`src/sv/glw_pkg.sv`:
```
`timescale 1ns / 1ps
`default_nettype none

package glw_pkg;

    localparam int unsigned TIME_W = 64;
    localparam int unsigned WORD_W = 32;

    localparam logic [WORD_W-1:0] DEFAULT_SILENCE_LIMIT = 32'd180000;

    // Widths of the stream payloads; the data widths are padded to whole bytes.
    localparam int unsigned IN_DATA_W  = 232;
    localparam int unsigned IN_USER_W  = 2;
    localparam int unsigned OUT_DATA_W = 200;

    typedef enum logic [1:0] {
        REQ_POLL    = 2'd0,
        REQ_REPLY   = 2'd1,
        REQ_TIMEOUT = 2'd2
    } req_type_t;

    typedef enum logic [2:0] {
        VERDICT_NOT_CHECKED  = 3'd0,
        VERDICT_HEALTHY      = 3'd1,
        VERDICT_NEVER_BONDED = 3'd2,
        VERDICT_PEER_FRESH   = 3'd3,
        VERDICT_ABORT        = 3'd4
    } verdict_t;

    typedef struct packed {
        logic [1:0]        req_type;
        logic [TIME_W-1:0] now_ms;
        logic [WORD_W-1:0] gateway_addr;
        logic              ap_fallback;
        logic [TIME_W-1:0] peer_last_reply_ms;
        logic [WORD_W-1:0] session_tag;
        logic [WORD_W-1:0] round_trip_ms;
    } item_t;

    typedef struct packed {
        logic [2:0]        verdict;
        logic              retargeted;
        logic              armed_now;
        logic [WORD_W-1:0] generation_now;
        logic [WORD_W-1:0] reply_total;
        logic [WORD_W-1:0] loss_total;
        logic [WORD_W-1:0] last_rtt_ms;
        logic [WORD_W-1:0] peak_rtt_ms;
        logic [WORD_W-1:0] gateway_silent_ms;
    } result_t;

endpackage

`default_nettype wire

```
`src/sv/glw_core.sv`:
```
`timescale 1ns / 1ps
`default_nettype none

module glw_core (
    input  wire logic             clk,
    input  wire logic             rst_n,
    input  wire logic             cfg_we,
    input  wire logic [31:0]      cfg_wdata,
    input  wire logic             fire,
    input  wire glw_pkg::item_t   item,
    output glw_pkg::result_t      result
);
    import glw_pkg::*;

    logic [WORD_W-1:0] timeout_reg;
    logic [TIME_W-1:0] last_ok_reg, last_ok_next;
    logic [WORD_W-1:0] reply_reg, reply_next;
    logic [WORD_W-1:0] loss_reg, loss_next;
    logic [WORD_W-1:0] rtt_reg, rtt_next;
    logic [WORD_W-1:0] max_rtt_reg, max_rtt_next;
    logic              armed_reg, armed_next;
    logic [WORD_W-1:0] gen_reg, gen_next;
    logic [WORD_W-1:0] target_reg, target_next;

    logic              tag_match;
    logic              moved;
    logic              stamp;
    logic [TIME_W:0]   ok_diff;
    logic [TIME_W:0]   peer_diff;
    logic              now_ge_ok;
    logic [TIME_W-1:0] silence;
    verdict_t          verdict;
    logic [WORD_W-1:0] silent;

    assign tag_match = (item.session_tag == gen_reg);

    // One subtract serves both the poll check and the silence output; the
    // borrow bit tells whether time has run backwards.
    assign ok_diff   = {1'b0, item.now_ms} - {1'b0, last_ok_reg};
    assign peer_diff = {1'b0, item.now_ms} - {1'b0, item.peer_last_reply_ms};
    assign now_ge_ok = ~ok_diff[TIME_W];
    assign silence   = now_ge_ok ? ok_diff[TIME_W-1:0] : '0;

    always_comb
    begin
        last_ok_next = last_ok_reg;
        reply_next   = reply_reg;
        loss_next    = loss_reg;
        rtt_next     = rtt_reg;
        max_rtt_next = max_rtt_reg;
        armed_next   = armed_reg;
        gen_next     = gen_reg;
        target_next  = target_reg;
        moved        = 1'b0;
        stamp        = 1'b0;
        verdict      = VERDICT_NOT_CHECKED;
        unique case (item.req_type)
            REQ_POLL:
            begin
                moved = (item.gateway_addr != target_reg);
                if (moved)
                begin
                    target_next = item.gateway_addr;
                    armed_next  = 1'b0;
                    if (item.gateway_addr != '0)
                    begin
                        last_ok_next = item.now_ms;
                        gen_next     = gen_reg + 32'd1;
                        stamp        = 1'b1;
                    end
                end
                // After a retarget the block is disarmed, so the old stamp
                // is only ever compared when nothing moved.
                if (target_next == '0 || !armed_next || item.ap_fallback)
                    verdict = VERDICT_NOT_CHECKED;
                else if (!(silence > {{(TIME_W-WORD_W){1'b0}}, timeout_reg}))
                    verdict = VERDICT_HEALTHY;
                else if (item.peer_last_reply_ms == '0)
                    verdict = VERDICT_NEVER_BONDED;
                else if (!peer_diff[TIME_W] &&
                         peer_diff[TIME_W-1:0] < {{(TIME_W-WORD_W){1'b0}}, timeout_reg})
                    verdict = VERDICT_PEER_FRESH;
                else
                    verdict = VERDICT_ABORT;
            end
            REQ_REPLY:
            begin
                if (tag_match)
                begin
                    last_ok_next = item.now_ms;
                    reply_next   = reply_reg + 32'd1;
                    armed_next   = 1'b1;
                    rtt_next     = item.round_trip_ms;
                    stamp        = 1'b1;
                    if (item.round_trip_ms > max_rtt_reg)
                        max_rtt_next = item.round_trip_ms;
                end
            end
            REQ_TIMEOUT:
            begin
                if (tag_match)
                    loss_next = loss_reg + 32'd1;
            end
            default:
            begin
            end
        endcase
    end

    // A fresh stamp equals now, so the silence is zero in that case.
    always_comb
    begin
        if (reply_next == '0 || stamp || !now_ge_ok)
            silent = '0;
        else
            silent = ok_diff[WORD_W-1:0];
    end

    always_comb
    begin
        result.verdict           = verdict;
        result.retargeted        = moved;
        result.armed_now         = armed_next;
        result.generation_now    = gen_next;
        result.reply_total       = reply_next;
        result.loss_total        = loss_next;
        result.last_rtt_ms       = rtt_next;
        result.peak_rtt_ms       = max_rtt_next;
        result.gateway_silent_ms = silent;
    end

    always_ff @(posedge clk or negedge rst_n)
    begin
        if (!rst_n)
        begin
            timeout_reg <= DEFAULT_SILENCE_LIMIT;
            last_ok_reg <= '0;
            reply_reg   <= '0;
            loss_reg    <= '0;
            rtt_reg     <= '0;
            max_rtt_reg <= '0;
            armed_reg   <= 1'b0;
            gen_reg     <= '0;
            target_reg  <= '0;
        end
        else
        begin
            if (cfg_we)
                timeout_reg <= cfg_wdata;
            if (fire)
            begin
                last_ok_reg <= last_ok_next;
                reply_reg   <= reply_next;
                loss_reg    <= loss_next;
                rtt_reg     <= rtt_next;
                max_rtt_reg <= max_rtt_next;
                armed_reg   <= armed_next;
                gen_reg     <= gen_next;
                target_reg  <= target_next;
            end
        end
    end

endmodule

`default_nettype wire

```
`src/sv/gateway_liveness_watchdog.sv`:
```
`timescale 1ns / 1ps
`default_nettype none

// Gateway liveness watchdog. Each input beat (poll tick, probe reply or probe
// timeout) yields exactly one result beat. An item is registered on entry,
// evaluated against the watchdog state while it waits in the input register
// and written to the result register, so one item is taken every cycle while
// the output is not stalled; the rate is set by the state update, whose
// longest path is a 64-bit time subtract followed by the compare against
// the silence limit. The result register and the input register together let
// one new beat be taken while a finished result still waits downstream.
// The silence limit is written through cfg_we/cfg_wdata; the user must write
// it only while the block idles, as the block itself does not enforce this.
module gateway_liveness_watchdog (
    input  wire logic                             clk,
    input  wire logic                             rst_n,
    input  wire logic                             cfg_we,
    input  wire logic [31:0]                      cfg_wdata,
    input  wire logic                             s_axis_tvalid,
    output logic                                  s_axis_tready,
    // now_ms[63:0], gateway_addr[95:64], ap_fallback[96],
    // peer_last_reply_ms[160:97], session_tag[192:161], round_trip_ms[224:193]
    input  wire logic [glw_pkg::IN_DATA_W-1:0]    s_axis_tdata,
    // req_type[1:0]
    input  wire logic [glw_pkg::IN_USER_W-1:0]    s_axis_tuser,
    output logic                                  m_axis_tvalid,
    input  wire logic                             m_axis_tready,
    // verdict[2:0], retargeted[3], armed_now[4], generation_now[36:5],
    // reply_total[68:37], loss_total[100:69], last_rtt_ms[132:101],
    // peak_rtt_ms[164:133], gateway_silent_ms[196:165]
    output logic [glw_pkg::OUT_DATA_W-1:0]        m_axis_tdata
);
    import glw_pkg::*;

    item_t   in_item;
    item_t   item_reg;
    logic    in_valid_reg;
    logic    out_valid_reg;
    result_t result;
    result_t result_reg;
    logic    out_free;
    logic    fire;

    always_comb
    begin
        in_item.req_type           = s_axis_tuser;
        in_item.now_ms             = s_axis_tdata[63:0];
        in_item.gateway_addr       = s_axis_tdata[95:64];
        in_item.ap_fallback        = s_axis_tdata[96];
        in_item.peer_last_reply_ms = s_axis_tdata[160:97];
        in_item.session_tag        = s_axis_tdata[192:161];
        in_item.round_trip_ms      = s_axis_tdata[224:193];
    end

    assign out_free      = !out_valid_reg || m_axis_tready;
    assign fire          = in_valid_reg && out_free;
    assign s_axis_tready = !in_valid_reg || fire;

    glw_core u_core (
        .clk       (clk),
        .rst_n     (rst_n),
        .cfg_we    (cfg_we),
        .cfg_wdata (cfg_wdata),
        .fire      (fire),
        .item      (item_reg),
        .result    (result)
    );

    always_ff @(posedge clk or negedge rst_n)
    begin
        if (!rst_n)
        begin
            in_valid_reg  <= 1'b0;
            out_valid_reg <= 1'b0;
        end
        else
        begin
            if (s_axis_tready)
                in_valid_reg <= s_axis_tvalid;
            if (out_free)
                out_valid_reg <= fire;
        end
    end

    always_ff @(posedge clk)
    begin
        if (s_axis_tready && s_axis_tvalid)
            item_reg <= in_item;
        if (fire)
            result_reg <= result;
    end

    assign m_axis_tvalid = out_valid_reg;

    always_comb
    begin
        m_axis_tdata          = '0;
        m_axis_tdata[2:0]     = result_reg.verdict;
        m_axis_tdata[3]       = result_reg.retargeted;
        m_axis_tdata[4]       = result_reg.armed_now;
        m_axis_tdata[36:5]    = result_reg.generation_now;
        m_axis_tdata[68:37]   = result_reg.reply_total;
        m_axis_tdata[100:69]  = result_reg.loss_total;
        m_axis_tdata[132:101] = result_reg.last_rtt_ms;
        m_axis_tdata[164:133] = result_reg.peak_rtt_ms;
        m_axis_tdata[196:165] = result_reg.gateway_silent_ms;
    end

endmodule

`default_nettype wire

```
`config.mk`:
```
export PLATFORM = sky130hd
export DESIGN_NAME = gateway_liveness_watchdog
export DESIGN_NICKNAME = d
export VERILOG_FILES = /design/src/sv/glw_pkg.sv /design/src/sv/glw_core.sv /design/src/sv/gateway_liveness_watchdog.sv
export SDC_FILE = /design/constraint.sdc
export NUM_CORES = 1
export LEC_CHECK = 0
export BUFFER_PORTS_ARGS = -buffer_cell sky130_fd_sc_hd__buf_2
export CORE_MARGIN = 2
export CORE_UTILIZATION = 54
export CTS_CLUSTER_SIZE = 10
export DETAILED_ROUTE_END_ITERATION = 12
export PLACE_DENSITY = 0.85
export SYNTH_ARGS = -nofsm -noshare
export SYNTH_HDL_FRONTEND = slang
export SYNTH_HIERARCHICAL = 1
export SYNTH_SLANG_ARGS = --single-unit
```
`constraint.sdc`:
```
create_clock -name clk -period 8.2 [get_ports clk]
set_input_delay 0.41 -clock clk [delete_from_list [all_inputs] [get_ports clk]]
set_output_delay 0.41 -clock clk [all_outputs]
set_load 0.01 [all_outputs]
```
==> impl_metrics.json <==
{
  "status": "complete, no violations",
  "port_buffers": 462,
  "cpLargestDelayFamily": "compound AO/OA/AOI/OAI gates",
  "crit_arrival_ns": 7.47,
  "grt_overflow": 0,
  "grt_pass1_vias": 31000,
  "grt_max_degree": 185,
  "die_y_um": 274,
  "htreeDepth": 3,
  "place_area_sq_um": 42300,
  "cts_buffer_depth": 3,
  "slew_viol_final": 0,
  "via_count": 31300,
  "ant_nets": 0,
  "yosys_warnings": 6,
  "drive_above_1_share_pct": 19.6,
  "synthArstFlopShare_pct": 40.7,
  "setup.worst_path.end_class": "register",
  "grt_antenna_before_repair": 3,
  "syn-cell-area_sq_um": 39400,
  "wl_per_cell_um": 21.5,
  "layout.nets": 4763,
  "clk_pin_slew_ns": 0.07,
  "max_clock_freq_mhz": 140,
  "drv_cap": 0,
  "slowest_delay_ns": 0.49,
  "critPathLaunchType": "register",
  "routed_wl_um": 113000,
  "synth_top_cell_by_area": "edfxtp_1",
  "drc_errors": 0,
  "rsz0062_at_grt": "false",
  "synth_ff_type": "edfxtp_1",
  "clk_latency_ns": 0.64,
  "cts_tree": "yes",
  "drtIter0Drc": 3267,
  "hp-class": "primary input to register",
  "postSynthAreaPerCell_sq_um": 10.9,
  "required_ns": 8.54,
  "p_leak_nw": 20.6,
  "power.density_nw_per_um2": 230,
  "setup_viol": 0,
  "coreArea_sq_um": 71900,
  "cp_max_fo": 10,
  "slew_headroom_pct": 24.3,
  "gp_congestion": 0.957,
  "io_pins": 473,
  "first_pass_iters": 6,
  "hpwl_um": 77000,
  "cts.sink_count": 715,
  "final_cell_mix": "buf_2, edfxtp_1, nand2_1",
  "syn2layout_area_growth_pct": 20.2,
  "peakVddDrop_mv": 0.246,
  "avgViaCountPerCell": 5.93,
  "path_buf_inv": 2,
  "cts_resized": 0,
  "grt_pass1_wl_um": 173000,
  "finalClockSkew_ns": 0.0230,
  "synth_edf_count": 424,
  "dp_slack_ns": 1.27,
  "synth_top_area_share_pct": 32.3,
  "die_w_um": 274,
  "cts_buffers": 85,
  "synth_cells": 3616,
  "period_needed_ns": 7.13,
  "ys_seq_area_share_pct": 50.9,
  "holdWs_ns": 0.0239,
  "finalWorstSetupSlack_ns": 1.07,
  "worst_pin_slew_ns": 1.13,
  "final_area_sq_um": 47300,
  "cts-root-buf": "clkbuf_16",
  "cp_slowest_cell": "a21o_1",
  "mostFrequentLayoutCell": "buf_2",
  "dieArea_sq_um": 75100,
  "synthTopCellsByArea": "edfxtp_1, dfrtp_1, ha_1, mux2_2, xnor2_1",
  "worstSetupPathType": "register to register",
  "grt_usage_pct": 29.6,
  "start_util_pct": 54.8,
  "hold_viol": 0,
  "largest_reg_flops": 227,
  "finalCritPeriodShare_pct": 86.9,
  "ys_ff_latch": 715,
  "num-fill-cells": 5255,
  "rows": 98,
  "synthDistinctLibCells": 91,
  "setup-tns-final_ns": 0
}
[cell type report]
class,count,area (sq um),area share [%]
multi-input cells,2502,17800,37.5
well taps,950,1190,2.51
repair buffers,718,4890,10.3
clock inverters,11,169,0.357
diodes,2,5.00,0.0106
flip-flops and latches,715,20000,42.3
inverters,242,908,1.92
clock buffers,143,2390,5.06
[worst register-to-register path, cell delays in order, from the launching register on]
cell and delay (ns):
edfxtp_1 0.38, inv_1 0.11, ha_1 0.18, inv_1 0.06, fa_1 0.40, a21o_1 0.19
a221oi_2 0.43, o211ai_1 0.23, a22oi_1 0.46, nor2_1 0.12, o21ai_0 0.33, a21oi_1 0.12
o21bai_1 0.18, a21o_1 0.49, nor2_1 0.17, ha_1 0.32, and4_1 0.23, a221o_1 0.36
a221oi_1 0.29, o21ai_0 0.20, a31oi_1 0.29, and4b_1 0.29, o2111ai_1 0.12, nor4_1 0.29
and4_1 0.23, a31o_1 0.16, or2_1 0.12, a211oi_1 0.05
[cells by family (layout without fill, tap and decap cells)]
kind of cell               count (synthesis)  count (layout)  share of synthesized area (%)
AOI/OAI and AO/OA                        643             643                           10.3
other                                      1               5                        0.00953
adders and majority gates                228             228                           7.28
and+or+nand+nor                         1071            1071                           13.7
buffers and inverters                    401            1114                           4.09
xor gates and xnor gates                 343             343                           7.69
muxes                                    214             214                           6.07
DFF                                      715             715                           50.9
[synth_stat cells (9+ instances only)]
library cell    n
inv_1         241
nand2_1       366
o211ai_1       21
nor4_1         53
nand2b_1       21
a31oi_1        24
or3_1          15
nand4_1       106
o31ai_1        12
and2_4         31
mux2i_1        15
buf_6           9
a21o_1         61
a211oi_1       21
xnor2_1       215
o21bai_1       22
ha_1          226
clkbuf_1      128
nand3_1        90
o2111ai_1      10
o21ai_0       146
mux2_2        192
edfxtp_1      424
o21a_1         33
a21oi_1       208
xor2_1        125
and4_1         13
dfrtp_1       282
nor3_1         53
nor2b_1        18
and2_1         24
and3_1         38
dfstp_2         9
nor2_1        200
[power by group]
group	internal, mW	switching, mW	total, mW	leakage [nW]
registers	4.19	0.224	4.41	7.90
logic	1.20	1.73	2.93	11.4
clock network	2.03	1.53	3.56	1.22
[metrics by stage]
stage | util (%) | total power [mW] | cells
after detailed placement | 58.9 | 7.19 | 4885
final | 65.9 | 10.9 | 5283
after global placement | 58.9 | 7.12 | 4885
after CTS | 65.9 | 10.8 | 5281
after floorplan | - | 6.35 | 3618
after global routing | 65.9 | 11.4 | 5281
[final timing paths]
| path | start | to | slack, ns | cells past startpoint |
|---|---|---|---|---|
| hold / removal | cfg_wdata[18] | u_core/timeout_reg[18]$_DFFE_PN0P_ | 0.02 | 3 |
| setup reg to reg | item_reg[161]$_DFFE_PP_ | m_axis_tdata[2]$_DFFE_PP_ | 1.07 | 27 |
| max in group asynchronous | rst_n | u_core/loss_reg[9]$_DFFE_PN0P_ | 6.48 | 3 |
| hold reg to reg | u_core/last_ok_reg[60]$_DFFE_PN0P_ | u_core/last_ok_reg[60]$_DFFE_PN0P_ | 0.50 | 1 |
| min in group asynchronous | rst_n | u_core/last_ok_reg[6]$_DFFE_PN0P_ | 0.28 | 2 |
| setup / recovery | item_reg[161]$_DFFE_PP_ | m_axis_tdata[2]$_DFFE_PP_ | 1.07 | 27 |
[routing by layer]
| metal | track usage [%] | routed length (um) |
|---|---|---|
| met1 | 37.4 | 44800 |
| met2 | 49.5 | 54500 |
| met3 | 4.08 | 7480 |
| met4 | 15.9 | 6600 |
| met5 | 0 | 0 |
[timing repair]
action / CTS / global route
endpoints found under the hold margin: 313 / 0
hold buffers: 242 / 0
buffers inserted: 0 / 0
(Power assumes the default switching activity.)
